==> config.mk <==
export PLATFORM = sky130hd
export DESIGN_NAME = morse_multi_mode_keyer_top_flat
export DESIGN_NICKNAME = d
export VERILOG_FILES = /design/src/mmk_pkg.sv /design/src/mmk_in_if.sv /design/src/mmk_out_if.sv /design/src/morse_multi_mode_keyer_top.sv /design/src/mmk_decoder.sv /design/src/mmk_sequencer.sv /design/src/flat_wrapper.sv
export SDC_FILE = /design/constraint.sdc
export NUM_CORES = 1
export LEC_CHECK = 0
export ABC_AREA = 1
export ABC_CLOCK_PERIOD_IN_PS = 2410
export BUFFER_PORTS_ARGS = -buffer_cell sky130_fd_sc_hd__buf_4
export CAP_MARGIN = 5
export CORE_MARGIN = 5
export CORE_UTILIZATION = 56
export DETAILED_ROUTE_END_ITERATION = 10
export GPL_ROUTABILITY_DRIVEN = 1
export HOLD_SLACK_MARGIN = 0.06
export PLACE_DENSITY = 0.79
export SLEW_MARGIN = 0
export SYNTH_ARGS = -nofsm -noshare
export SYNTH_HDL_FRONTEND = slang
export SYNTH_HIERARCHICAL = 1
export SYNTH_SLANG_ARGS = --single-unit
export TNS_END_PERCENT = 30
==> constraint.sdc <==
create_clock -name clk -period 2.41 [get_ports clk]
set_clock_uncertainty 0.15 [all_clocks]
set_input_delay 0.723 -clock clk [delete_from_list [all_inputs] [get_ports clk]]
set_output_delay 0.723 -clock clk [all_outputs]
set_load 0.02 [all_outputs]
==> src/mmk_pkg.sv <==
// shared types, constants and tables of the multi-mode keyer
package mmk_pkg;

    localparam int DOT_W  = 16;
    localparam int DUR_W  = 20;
    localparam int CHAR_W = 8;
    localparam int PAT_W  = 9;
    localparam int CNT_W  = 4;
    localparam int CFG_W  = 3;

    localparam logic [DOT_W-1:0]  DOT_MS_RST   = 16'd100;
    localparam logic [DOT_W-1:0]  PAUSE_MS_RST = 16'd1000;
    localparam logic [CHAR_W-1:0] HEX_SW_RST   = 8'd35;
    localparam logic [CHAR_W-1:0] UNARY_SW_RST = 8'd36;
    localparam logic [CHAR_W-1:0] CHESS_SW_RST = 8'd37;

    localparam logic [CHAR_W-1:0] CHAR_SPACE = 8'h20;
    localparam logic [CHAR_W-1:0] CHAR_UNDER = 8'h5F;
    localparam logic [CHAR_W-1:0] CHAR_ZERO  = 8'h30;

    localparam logic [CFG_W-1:0] CFG_DOT_MS   = 3'd0;
    localparam logic [CFG_W-1:0] CFG_PAUSE_MS = 3'd1;
    localparam logic [CFG_W-1:0] CFG_HEX_SW   = 3'd2;
    localparam logic [CFG_W-1:0] CFG_UNARY_SW = 3'd3;
    localparam logic [CFG_W-1:0] CFG_CHESS_SW = 3'd4;

    typedef enum logic [1:0] {
        KIND_GAP  = 2'd0,
        KIND_KEY  = 2'd1,
        KIND_LAMP = 2'd2
    } kind_t;

    typedef enum logic [1:0] {
        MODE_MORSE = 2'd0,
        MODE_HEX   = 2'd1,
        MODE_UNARY = 2'd2,
        MODE_CHESS = 2'd3
    } mode_t;

    // segment length as a multiple of the dot
    typedef enum logic [2:0] {
        MUL_NONE = 3'd0,
        MUL_1    = 3'd1,
        MUL_2    = 3'd2,
        MUL_3    = 3'd3,
        MUL_6    = 3'd4,
        MUL_12   = 3'd5
    } mul_t;

    typedef enum logic [2:0] {
        SEQ_IDLE     = 3'd0,
        SEQ_HEAD     = 3'd1,
        SEQ_LAMP_ON  = 3'd2,
        SEQ_LAMP_GAP = 3'd3,
        SEQ_KEY      = 3'd4,
        SEQ_ELEM_GAP = 3'd5,
        SEQ_TAIL     = 3'd6,
        SEQ_PAUSE    = 3'd7
    } seq_state_t;

    // segment program of one character
    typedef struct packed {
        logic             head;
        logic             lamp;
        logic [CNT_W-1:0] cnt;
        logic [PAT_W-1:0] pat;
        mul_t             tail;
        logic             pause;
    } plan_t;

    typedef struct packed {
        logic       valid;
        logic [2:0] len;
        logic [5:0] pat;
    } morse_sym_t;

    // dash is 1, first element in the msb
    function automatic morse_sym_t morse_sym(input logic [CHAR_W-1:0] u);
        morse_sym_t s;
        s = '{valid: 1'b1, len: 3'd0, pat: 6'b0};
        case (u)
            8'h41: begin s.len = 3'd2; s.pat = 6'b010000; end
            8'h42: begin s.len = 3'd4; s.pat = 6'b100000; end
            8'h43: begin s.len = 3'd4; s.pat = 6'b101000; end
            8'h44: begin s.len = 3'd3; s.pat = 6'b100000; end
            8'h45: begin s.len = 3'd1; s.pat = 6'b000000; end
            8'h46: begin s.len = 3'd4; s.pat = 6'b001000; end
            8'h47: begin s.len = 3'd3; s.pat = 6'b110000; end
            8'h48: begin s.len = 3'd4; s.pat = 6'b000000; end
            8'h49: begin s.len = 3'd2; s.pat = 6'b000000; end
            8'h4A: begin s.len = 3'd4; s.pat = 6'b011100; end
            8'h4B: begin s.len = 3'd3; s.pat = 6'b101000; end
            8'h4C: begin s.len = 3'd4; s.pat = 6'b010000; end
            8'h4D: begin s.len = 3'd2; s.pat = 6'b110000; end
            8'h4E: begin s.len = 3'd2; s.pat = 6'b100000; end
            8'h4F: begin s.len = 3'd3; s.pat = 6'b111000; end
            8'h50: begin s.len = 3'd4; s.pat = 6'b011000; end
            8'h51: begin s.len = 3'd4; s.pat = 6'b110100; end
            8'h52: begin s.len = 3'd3; s.pat = 6'b010000; end
            8'h53: begin s.len = 3'd3; s.pat = 6'b000000; end
            8'h54: begin s.len = 3'd1; s.pat = 6'b100000; end
            8'h55: begin s.len = 3'd3; s.pat = 6'b001000; end
            8'h56: begin s.len = 3'd4; s.pat = 6'b000100; end
            8'h57: begin s.len = 3'd3; s.pat = 6'b011000; end
            8'h58: begin s.len = 3'd4; s.pat = 6'b100100; end
            8'h59: begin s.len = 3'd4; s.pat = 6'b101100; end
            8'h5A: begin s.len = 3'd4; s.pat = 6'b110000; end
            8'h30: begin s.len = 3'd5; s.pat = 6'b111110; end
            8'h31: begin s.len = 3'd5; s.pat = 6'b011110; end
            8'h32: begin s.len = 3'd5; s.pat = 6'b001110; end
            8'h33: begin s.len = 3'd5; s.pat = 6'b000110; end
            8'h34: begin s.len = 3'd5; s.pat = 6'b000010; end
            8'h35: begin s.len = 3'd5; s.pat = 6'b000000; end
            8'h36: begin s.len = 3'd5; s.pat = 6'b100000; end
            8'h37: begin s.len = 3'd5; s.pat = 6'b110000; end
            8'h38: begin s.len = 3'd5; s.pat = 6'b111000; end
            8'h39: begin s.len = 3'd5; s.pat = 6'b111100; end
            8'h2E: begin s.len = 3'd6; s.pat = 6'b010101; end
            8'h2C: begin s.len = 3'd6; s.pat = 6'b110011; end
            8'h3F: begin s.len = 3'd6; s.pat = 6'b001100; end
            8'h2F: begin s.len = 3'd5; s.pat = 6'b100100; end
            8'h40: begin s.len = 3'd6; s.pat = 6'b011010; end
            default: s.valid = 1'b0;
        endcase
        return s;
    endfunction

    function automatic seq_state_t after_elems(input plan_t p);
        return (p.tail != MUL_NONE) ? SEQ_TAIL : (p.pause ? SEQ_PAUSE : SEQ_IDLE);
    endfunction

    function automatic seq_state_t after_lamp(input plan_t p);
        return (p.cnt != '0) ? SEQ_KEY : after_elems(p);
    endfunction

    function automatic seq_state_t after_head(input plan_t p);
        return p.lamp ? SEQ_LAMP_ON : after_lamp(p);
    endfunction

    function automatic seq_state_t start_state(input plan_t p);
        return p.head ? SEQ_HEAD : after_head(p);
    endfunction

endpackage

==> src/mmk_in_if.sv <==
// character request channel
interface mmk_in_if;
    logic       valid;
    logic       ready;
    logic [7:0] char_code;
    logic       first_in_message;
    logic       last_in_message;

    modport source (output valid, output char_code, output first_in_message,
                    output last_in_message, input ready);
    modport sink (input valid, input char_code, input first_in_message,
                  input last_in_message, output ready);
endinterface

==> src/mmk_out_if.sv <==
// keying segment request channel
interface mmk_out_if;
    logic        valid;
    logic        ready;
    logic [1:0]  segment_kind;
    logic [19:0] duration_ms;
    logic        last_segment;

    modport source (output valid, output segment_kind, output duration_ms,
                    output last_segment, input ready);
    modport sink (input valid, input segment_kind, input duration_ms,
                  input last_segment, output ready);
endinterface

==> src/morse_multi_mode_keyer_top.sv <==
// multi-mode keyer top level: config registers, decoder and sequencer
// A character is taken when the sequencer is idle; the sequencer then emits one segment per
// cycle into the output register while the consumer keeps up, and takes no new character
// until it has emitted the last segment of this one. It shifts the element pattern out one
// element per key/gap pair. A character that emits nothing frees the input again the cycle
// after it is taken. Configuration writes go through cfg_we, cfg_index and cfg_data while
// the block is idle; the user must keep to this, as the block does not enforce it.
module morse_multi_mode_keyer_top
    import mmk_pkg::*;
(
    input  logic             clk,
    input  logic             rst_n,
    mmk_in_if.sink           chars,
    mmk_out_if.source        segments,
    input  logic             cfg_we,
    input  logic [CFG_W-1:0] cfg_index,
    input  logic [DOT_W-1:0] cfg_data
);

    logic [DOT_W-1:0]  dot_ms_reg;
    logic [DOT_W-1:0]  pause_ms_reg;
    logic [CHAR_W-1:0] hex_sw_reg;
    logic [CHAR_W-1:0] unary_sw_reg;
    logic [CHAR_W-1:0] chess_sw_reg;
    logic              ready;
    logic              accept;
    plan_t             plan;

    assign chars.ready = ready;
    assign accept      = chars.valid && ready;

    always_ff @(posedge clk or negedge rst_n)
    begin
        if (!rst_n)
        begin
            dot_ms_reg   <= DOT_MS_RST;
            pause_ms_reg <= PAUSE_MS_RST;
            hex_sw_reg   <= HEX_SW_RST;
            unary_sw_reg <= UNARY_SW_RST;
            chess_sw_reg <= CHESS_SW_RST;
        end
        else if (cfg_we)
        begin
            case (cfg_index)
                CFG_DOT_MS:   dot_ms_reg   <= cfg_data;
                CFG_PAUSE_MS: pause_ms_reg <= cfg_data;
                CFG_HEX_SW:   hex_sw_reg   <= cfg_data[CHAR_W-1:0];
                CFG_UNARY_SW: unary_sw_reg <= cfg_data[CHAR_W-1:0];
                CFG_CHESS_SW: chess_sw_reg <= cfg_data[CHAR_W-1:0];
                default:      ;
            endcase
        end
    end

    mmk_decoder u_decoder (
        .clk               (clk),
        .rst_n             (rst_n),
        .accept            (accept),
        .char_code         (chars.char_code),
        .first_in_message  (chars.first_in_message),
        .last_in_message   (chars.last_in_message),
        .hex_switch_char   (hex_sw_reg),
        .unary_switch_char (unary_sw_reg),
        .chess_switch_char (chess_sw_reg),
        .plan              (plan)
    );

    mmk_sequencer u_sequencer (
        .clk      (clk),
        .rst_n    (rst_n),
        .in_valid (chars.valid),
        .in_ready (ready),
        .plan_in  (plan),
        .dot_ms   (dot_ms_reg),
        .pause_ms (pause_ms_reg),
        .segments (segments)
    );

endmodule

==> src/mmk_decoder.sv <==
// character decoder: mode tracking and segment program per character
module mmk_decoder
    import mmk_pkg::*;
(
    input  logic              clk,
    input  logic              rst_n,
    input  logic              accept,
    input  logic [CHAR_W-1:0] char_code,
    input  logic              first_in_message,
    input  logic              last_in_message,
    input  logic [CHAR_W-1:0] hex_switch_char,
    input  logic [CHAR_W-1:0] unary_switch_char,
    input  logic [CHAR_W-1:0] chess_switch_char,
    output plan_t             plan
);

    mode_t             mode_reg;
    mode_t             mode_next;
    mode_t             eff_mode;
    logic              is_switch;
    logic [CHAR_W-1:0] u;
    morse_sym_t        sym;

    always_comb
    begin
        u = char_code;
        if (char_code inside {[8'h61:8'h7A]})
        begin
            u = char_code - 8'd32;
        end
    end

    assign sym = morse_sym(u);

    always_comb
    begin
        is_switch = 1'b1;
        mode_next = mode_reg;
        if (char_code == hex_switch_char)
        begin
            mode_next = MODE_HEX;
        end
        else if (char_code == unary_switch_char)
        begin
            mode_next = MODE_UNARY;
        end
        else if (char_code == chess_switch_char)
        begin
            mode_next = MODE_CHESS;
        end
        else if (char_code == CHAR_UNDER)
        begin
            mode_next = MODE_MORSE;
        end
        else
        begin
            is_switch = 1'b0;
            if (first_in_message)
            begin
                mode_next = MODE_MORSE;
            end
        end
    end

    assign eff_mode = mode_next;

    always_comb
    begin
        plan = '{head: 1'b0, lamp: 1'b0, cnt: '0, pat: '0, tail: MUL_NONE,
                 pause: last_in_message};
        if (!is_switch)
        begin
            case (eff_mode)
                MODE_MORSE:
                begin
                    plan.tail = MUL_2;
                    if (u == CHAR_SPACE)
                    begin
                        plan.head = 1'b1;
                    end
                    else if (sym.valid)
                    begin
                        plan.cnt = CNT_W'(sym.len);
                        plan.pat = {sym.pat, 3'b000};
                    end
                    else
                    begin
                        plan.lamp = 1'b1;
                    end
                end
                MODE_HEX:
                begin
                    plan.tail = MUL_6;
                    if (u inside {[8'h30:8'h39]})
                    begin
                        plan.cnt = 4'd4;
                        plan.pat = {u[3:0], 5'b0};
                    end
                    else if (u inside {[8'h41:8'h46]})
                    begin
                        plan.cnt = 4'd4;
                        plan.pat = {u[3:0] + 4'd9, 5'b0};
                    end
                    else if (u != CHAR_SPACE)
                    begin
                        plan.lamp = 1'b1;
                    end
                end
                MODE_UNARY:
                begin
                    plan.tail = MUL_2;
                    if (char_code == CHAR_SPACE)
                    begin
                        plan.tail = MUL_6;
                    end
                    else if (char_code == CHAR_ZERO)
                    begin
                        plan.cnt = 4'd1;
                        plan.pat = {1'b1, 8'b0};
                    end
                    else if (char_code inside {[8'h31:8'h39]})
                    begin
                        plan.cnt = char_code[3:0];
                    end
                    else
                    begin
                        plan.lamp = 1'b1;
                    end
                end
                default:
                begin
                    if (u == CHAR_SPACE)
                    begin
                        plan.tail = MUL_12;
                    end
                    else if (u inside {[8'h41:8'h48]})
                    begin
                        plan.cnt  = u[3:0];
                        plan.tail = MUL_3;
                    end
                    else if (u inside {[8'h31:8'h38]})
                    begin
                        plan.cnt  = u[3:0];
                        plan.tail = MUL_6;
                    end
                    else
                    begin
                        plan.lamp = 1'b1;
                    end
                end
            endcase
        end
    end

    always_ff @(posedge clk or negedge rst_n)
    begin
        if (!rst_n)
        begin
            mode_reg <= MODE_MORSE;
        end
        else if (accept)
        begin
            mode_reg <= mode_next;
        end
    end

endmodule

==> src/mmk_sequencer.sv <==
// segment sequencer: walks the program, shifting out one element per segment pair
module mmk_sequencer
    import mmk_pkg::*;
(
    input  logic             clk,
    input  logic             rst_n,
    input  logic             in_valid,
    output logic             in_ready,
    input  plan_t            plan_in,
    input  logic [DOT_W-1:0] dot_ms,
    input  logic [DOT_W-1:0] pause_ms,
    mmk_out_if.source        segments
);

    seq_state_t       state_reg;
    seq_state_t       state_next;
    seq_state_t       follow;
    plan_t            plan_reg;
    plan_t            plan_next;
    logic             out_valid_reg;
    logic             out_valid_next;
    kind_t            kind_reg;
    kind_t            kind_next;
    logic [DUR_W-1:0] dur_reg;
    logic [DUR_W-1:0] dur_next;
    logic             last_reg;
    logic             last_next;
    logic             emit;
    kind_t            seg_kind;
    mul_t             seg_mul;
    logic             seg_pause;
    logic [DUR_W-1:0] t1;
    logic [DUR_W-1:0] t3;
    logic [DUR_W-1:0] seg_dur;

    assign in_ready = (state_reg == SEQ_IDLE);
    assign emit     = (state_reg != SEQ_IDLE) && (!out_valid_reg || segments.ready);

    assign t1 = DUR_W'(dot_ms);
    assign t3 = t1 + (t1 << 1);

    always_comb
    begin
        case (seg_mul)
            MUL_1:   seg_dur = t1;
            MUL_2:   seg_dur = t1 << 1;
            MUL_3:   seg_dur = t3;
            MUL_6:   seg_dur = t3 << 1;
            MUL_12:  seg_dur = t3 << 2;
            default: seg_dur = '0;
        endcase
        if (seg_pause)
        begin
            seg_dur = DUR_W'(pause_ms);
        end
    end

    always_comb
    begin
        state_next     = state_reg;
        plan_next      = plan_reg;
        out_valid_next = out_valid_reg;
        kind_next      = kind_reg;
        dur_next       = dur_reg;
        last_next      = last_reg;
        seg_kind       = KIND_GAP;
        seg_mul        = MUL_NONE;
        seg_pause      = 1'b0;
        follow         = SEQ_IDLE;

        if (out_valid_reg && segments.ready)
        begin
            out_valid_next = 1'b0;
        end

        case (state_reg)
            SEQ_IDLE:
            begin
                if (in_valid)
                begin
                    plan_next  = plan_in;
                    state_next = start_state(plan_in);
                end
            end
            SEQ_HEAD:
            begin
                seg_mul = MUL_6;
                follow  = after_head(plan_reg);
            end
            SEQ_LAMP_ON:
            begin
                seg_kind = KIND_LAMP;
                seg_mul  = MUL_1;
                follow   = SEQ_LAMP_GAP;
            end
            SEQ_LAMP_GAP:
            begin
                seg_mul = MUL_2;
                follow  = after_lamp(plan_reg);
            end
            SEQ_KEY:
            begin
                seg_kind = KIND_KEY;
                seg_mul  = plan_reg.pat[PAT_W-1] ? MUL_3 : MUL_1;
                follow   = SEQ_ELEM_GAP;
            end
            SEQ_ELEM_GAP:
            begin
                seg_mul = MUL_1;
                follow  = (plan_reg.cnt > 4'd1) ? SEQ_KEY : after_elems(plan_reg);
            end
            SEQ_TAIL:
            begin
                seg_mul = plan_reg.tail;
                follow  = plan_reg.pause ? SEQ_PAUSE : SEQ_IDLE;
            end
            SEQ_PAUSE:
            begin
                seg_pause = 1'b1;
                follow    = SEQ_IDLE;
            end
            default:
            begin
                follow = SEQ_IDLE;
            end
        endcase

        if (emit)
        begin
            state_next     = follow;
            out_valid_next = 1'b1;
            kind_next      = seg_kind;
            dur_next       = seg_dur;
            last_next      = (follow == SEQ_IDLE);
            if (state_reg == SEQ_ELEM_GAP)
            begin
                plan_next.pat = plan_reg.pat << 1;
                plan_next.cnt = plan_reg.cnt - 4'd1;
            end
        end
    end

    always_ff @(posedge clk or negedge rst_n)
    begin
        if (!rst_n)
        begin
            state_reg     <= SEQ_IDLE;
            out_valid_reg <= 1'b0;
            plan_reg      <= '0;
        end
        else
        begin
            state_reg     <= state_next;
            out_valid_reg <= out_valid_next;
            plan_reg      <= plan_next;
        end
    end

    always_ff @(posedge clk)
    begin
        kind_reg <= kind_next;
        dur_reg  <= dur_next;
        last_reg <= last_next;
    end

    assign segments.valid        = out_valid_reg;
    assign segments.segment_kind = kind_reg;
    assign segments.duration_ms  = dur_reg;
    assign segments.last_segment = last_reg;

`ifndef SYNTHESIS
    a_key_then_gap: assert property (@(posedge clk) disable iff (!rst_n)
        (emit && state_reg == SEQ_KEY) |=> (state_reg == SEQ_ELEM_GAP))
        else $error("key segment not followed by element gap");

    a_last_ends: assert property (@(posedge clk) disable iff (!rst_n)
        (emit && follow == SEQ_IDLE) |=> (in_ready && segments.last_segment))
        else $error("final segment without return to idle");

    a_key_has_count: assert property (@(posedge clk) disable iff (!rst_n)
        (state_reg == SEQ_KEY || state_reg == SEQ_ELEM_GAP) |-> (plan_reg.cnt != '0))
        else $error("element phase with empty count");

    a_tail_present: assert property (@(posedge clk) disable iff (!rst_n)
        (state_reg == SEQ_TAIL) |-> (plan_reg.tail != MUL_NONE))
        else $error("tail phase without tail gap");
`endif

endmodule
==> src/flat_wrapper.sv <==
// flat-port wrapper written by rule: the top's interface ports become plain ports
module morse_multi_mode_keyer_top_flat import mmk_pkg::*;
  (clk, rst_n, cfg_we, cfg_index, cfg_data, chars_valid, chars_char_code, chars_first_in_message, chars_last_in_message, chars_ready, segments_valid, segments_segment_kind, segments_duration_ms, segments_last_segment, segments_ready);
  mmk_in_if chars_i ();
  mmk_out_if segments_i ();
  input  logic clk;
  input  logic rst_n;
  input  logic cfg_we;
  input  logic [CFG_W-1:0] cfg_index;
  input  logic [DOT_W-1:0] cfg_data;
  input wire logic [$bits(chars_i.valid)-1:0] chars_valid;
  input wire logic [$bits(chars_i.char_code)-1:0] chars_char_code;
  input wire logic [$bits(chars_i.first_in_message)-1:0] chars_first_in_message;
  input wire logic [$bits(chars_i.last_in_message)-1:0] chars_last_in_message;
  output wire logic [$bits(chars_i.ready)-1:0] chars_ready;
  output wire logic [$bits(segments_i.valid)-1:0] segments_valid;
  output wire logic [$bits(segments_i.segment_kind)-1:0] segments_segment_kind;
  output wire logic [$bits(segments_i.duration_ms)-1:0] segments_duration_ms;
  output wire logic [$bits(segments_i.last_segment)-1:0] segments_last_segment;
  input wire logic [$bits(segments_i.ready)-1:0] segments_ready;
  assign chars_i.valid = chars_valid;
  assign chars_i.char_code = chars_char_code;
  assign chars_i.first_in_message = chars_first_in_message;
  assign chars_i.last_in_message = chars_last_in_message;
  assign chars_ready = chars_i.ready;
  assign segments_valid = segments_i.valid;
  assign segments_segment_kind = segments_i.segment_kind;
  assign segments_duration_ms = segments_i.duration_ms;
  assign segments_last_segment = segments_i.last_segment;
  assign segments_i.ready = segments_ready;
  morse_multi_mode_keyer_top u_core (.clk(clk), .rst_n(rst_n), .chars(chars_i), .segments(segments_i), .cfg_we(cfg_we), .cfg_index(cfg_index), .cfg_data(cfg_data));
endmodule
==> flow_summary.yaml <==
synth:
  synth_seq_cells: 103
  synth_top_family_by_area: "simple AND/OR/NAND/NOR gates"
  syn_area_um2: 8190
  synth_mux_area_frac: 0
  syn_inst: 1237
  synth_compound_area_frac: 0.0917
  netlist.area_leader.share: 0.193
  synth_cell_types: 51
  yosys_most_used_dff: "dfrtp_1"
  synth-edff-count: 23
  yosys_warnings: 6
  synth_top_area_cell: "dfrtp_1"
  synth-simple-area-share: 0.411
  ys_seq_area_frac: 0.332
  synthXorXnorAreaFrac: 0.0235
  synth.top_cells.by_area: "dfrtp_1 19%, nand2_1 19%, nand3_1 9.1%"
  synth_fa_ha_area_frac: 0.0407
  avgSynthCellArea_um2: 6.62
  ys_async_sr_fraction: 0.777
layout:
  final_area_um2: 10600
  antennaDiodeCount: 0
  area_growth_pct: 29.9
  layout-drive-gt1-share: 0.297
  fin_nets: 1487
  final_core_util: 0.737
  n_fill_cell: 1151
  final_cell_count_no_fill: 1616
  largest_reg_flops: 20
sta:
  maxSlewViolCount: 0
  rsz0062_at_grt: "true"
  hold_viol: 0
  fmax_ghz: 0.338
  worstMarginPinSlew_ps: 549
  slew_headroom: 0.633
  setup_ws_ps: -552
  timing.final.crit_share: 1.23
  min_period_ps: 2960
  final-setup-viol-count: 14
routing:
  ant_nets: 0
  drt-vias-per-instance: 5.61
  drt_iter0_drc: 905
  first_pass_iters: 6
  vias: 9073
  drc: 0
  routed_wl_um: 25700
  wl_per_cell_um: 15.9
power_and_ir_drop:
  p_clk_frac: 0.156
  internal-power_w: 0.00491
  ir_worst_vdd_v: 0.000406
  seq_power_share: 0.325
  pwr-share-comb: 0.518
  switching_share: 0.447
  p_switching_w: 0.00397
  power.static_leakage_nw: 5.56
  power_density_nw_per_um2: 835
critical_path:
  ff2ff_setup_slack_ps: -370
  required_ps: 2530
  arrival_ps: 3080
  cp-endpoint: "u_core/u_sequencer/state_reg[0]"
  cp-startpoint: "chars_char_code[1]"
  cp_max_fo: 7
  critPathCaptureType: "flip-flop"
  critPathLaunchType: "primary input"
  crit_type: "in2reg"
  r2r-end: "u_core/u_sequencer/state_reg[1]"
  worstRegToRegCells: 16
  r2r_start: "u_core/unary_sw_reg[1]"
global_routing:
  first_global_vias: 8572
  grt-ovfl-total: 0
  grt_max_degree: 56
  grt_util_all_layers: 0.304
  grt_pass1_wl_um: 41300
  antenna_found_initial: 0
floorplanning:
  die_h_um: 131
  die_width_um: 131
  rows: 44
  num_io_pins: 59
  die_area_um2: 17100
  core_um2: 14400
  initial_core_util: 0.567
cts:
  cts_tree: "yes"
  clockBufferDepth: 2
  numCtsBuffers: 9
  cts_max_level: 3
  clock_latency_ps: 360
  clkSlewWorstSetupHoldPaths_ps: 70
  clockRootBuffer: "clkbuf_16"
  cts_sinks: 103
status:
  status: "complete, but fails checks"
  violations: "negative setup slack"
placed_design:
  place_congestion: 0.992
  io_buffers: 58
  dp_slack_ps: -992
  dp_cells: 1582
  dpl_cell_area_um2: 9710
  dp.final_hpwl_um: 19200
run:
  maxCapViolCount: 0
min_path:
  hp-class: "in2async"
cell families (layout without fill, tap and decap cells):
kind of cell	after synthesis	count (layout)
XOR/XNOR	22	22
other	1	3
adder cells (fa/ha/maj)	26	26
flip-flops	103	103
AND/OR/NAND/NOR	768	768
buffers and inverters	185	378
AO/OA/AOI/OAI	132	132
timing repair:
| item | CTS | global route |
|---|---|---|
| cloned | 0 | 1 |
| resized for setup | 91 | 66 |
| endpoints found under the setup margin | 17 | 31 |
| buffers inserted | 14 | 3 |
| hold buffers | 0 | 0 |
| pin swaps | 51 | 24 |
critical path: stages:
cell,delay (ps)
buf_12,110
clkinv_8,60
ha_4,150
nor2_1,90
nand2_1,90
nand2_2,90
nand2_4,80
nand3_4,120
nand2_8,90
nor2_8,200
nand2_8,100
o21ai_2,150
nand2_1,110
nand2_2,100
a21oi_2,70
nor2_2,120
a21oi_2,70
inv_2,60
nand3_2,70
inv_2,80
nand3_1,70
nand2_1,60
o21ai_1,50
a22oi_1,150
routing by layer:
metal | share of wire | wire length (um) | global-route usage
met5 | 0 | 0 | 0
met4 | 0.026 | 667 | 0.0938
met3 | 0.067 | 1710 | 0.0480
met2 | 0.48 | 12400 | 0.515
met1 | 0.42 | 10900 | 0.401
cells in the final DEF, fill, tap and decap left out, types with 4 or more instances in the layout:
| cell type | n |
|---|---|
| o211ai_1 | 9 |
| o21ai_2 | 7 |
| buf_4 | 205 |
| nor2_2 | 25 |
| ha_1 | 17 |
| inv_2 | 24 |
| ha_2 | 4 |
| clkbuf_16 | 9 |
| nor2_4 | 15 |
| o21ai_1 | 24 |
| nand3_1 | 134 |
| nand3_2 | 19 |
| nand2_4 | 10 |
| or2_2 | 4 |
| nor3_1 | 5 |
| a31oi_1 | 5 |
| dfstp_2 | 17 |
| nor2_1 | 104 |
| inv_4 | 6 |
| nand4_1 | 16 |
| o21ai_0 | 28 |
| a21oi_1 | 25 |
| nand3_4 | 4 |
| nand2_2 | 27 |
| edfxtp_1 | 23 |
| ha_4 | 4 |
| a21oi_2 | 17 |
| xnor2_1 | 4 |
| inv_1 | 117 |
| xor2_1 | 18 |
| nand2_1 | 386 |
| dfrtp_1 | 63 |
final cells by class:
class	instances	area, um2	area share
multi-input cells	951	5170	0.486
repair inverters	1	6.26	0.000588
inverters	149	597	0.0561
clock buffers	10	229	0.0215
clock inverters	6	42.5	0.00400
well taps	184	230	0.0217
flip-flops and latches	103	2710	0.255
repair buffers	212	1650	0.155
synthesized netlist by cell type (all sizes together), types with 3 or more instances:
cell type	number
nand2	425
nand3	157
inv	148
nor2	145
dfrtp	63
o21ai	59
a21oi	44
buf	34
ha	25
edfxtp	23
xor2	18
dfstp	17
nand4	16
o211ai	9
or2	8
nor3	7
a31oi	6
xnor2	4
and2	3
nand3b	3
nor4	3
o2111ai	3
o22ai	3
power by group through the flow:
| stage | Sequential, W | Combinational, W | Clock, W |
|---|---|---|---|
| 2_1_floorplan | 0.00300 | 0.00282 | 0 |
| 3_3_place_gp | 0.00288 | 0.00413 | 0 |
| 3_5_place_dp | 0.00290 | 0.00424 | 0 |
| 4_1_cts | 0.00288 | 0.00441 | 0.00141 |
| 5_1_grt | 0.00295 | 0.00507 | 0.00148 |
| 6_report | 0.00289 | 0.00460 | 0.00139 |
worst min path at each step:
stage	slack, ps	depth (start not counted)	end	start
floorplan	280	0	u_core/chess_sw_reg[1]	rst_n
global placement	300	2	u_core/pause_ms_reg[12]	u_core/pause_ms_reg[12]
detailed placement	310	2	u_core/pause_ms_reg[6]	u_core/pause_ms_reg[6]
CTS	120	1	u_core/unary_sw_reg[7]	rst_n
global route	130	1	u_core/unary_sw_reg[7]	rst_n
finish	120	1	u_core/hex_sw_reg[6]	rst_n
metrics by stage:
stage,hold slack (ps),total power (W),setup TNS [ps]
2_1_floorplan,277,0.00582,-5630
3_3_place_gp,304,0.00701,-10860
3_5_place_dp,309,0.00714,-11580
4_1_cts,121,0.00869,-3190
5_1_grt,133,0.00950,-7580
6_report,118,0.00888,-4630
(Power assumes the default switching activity.)
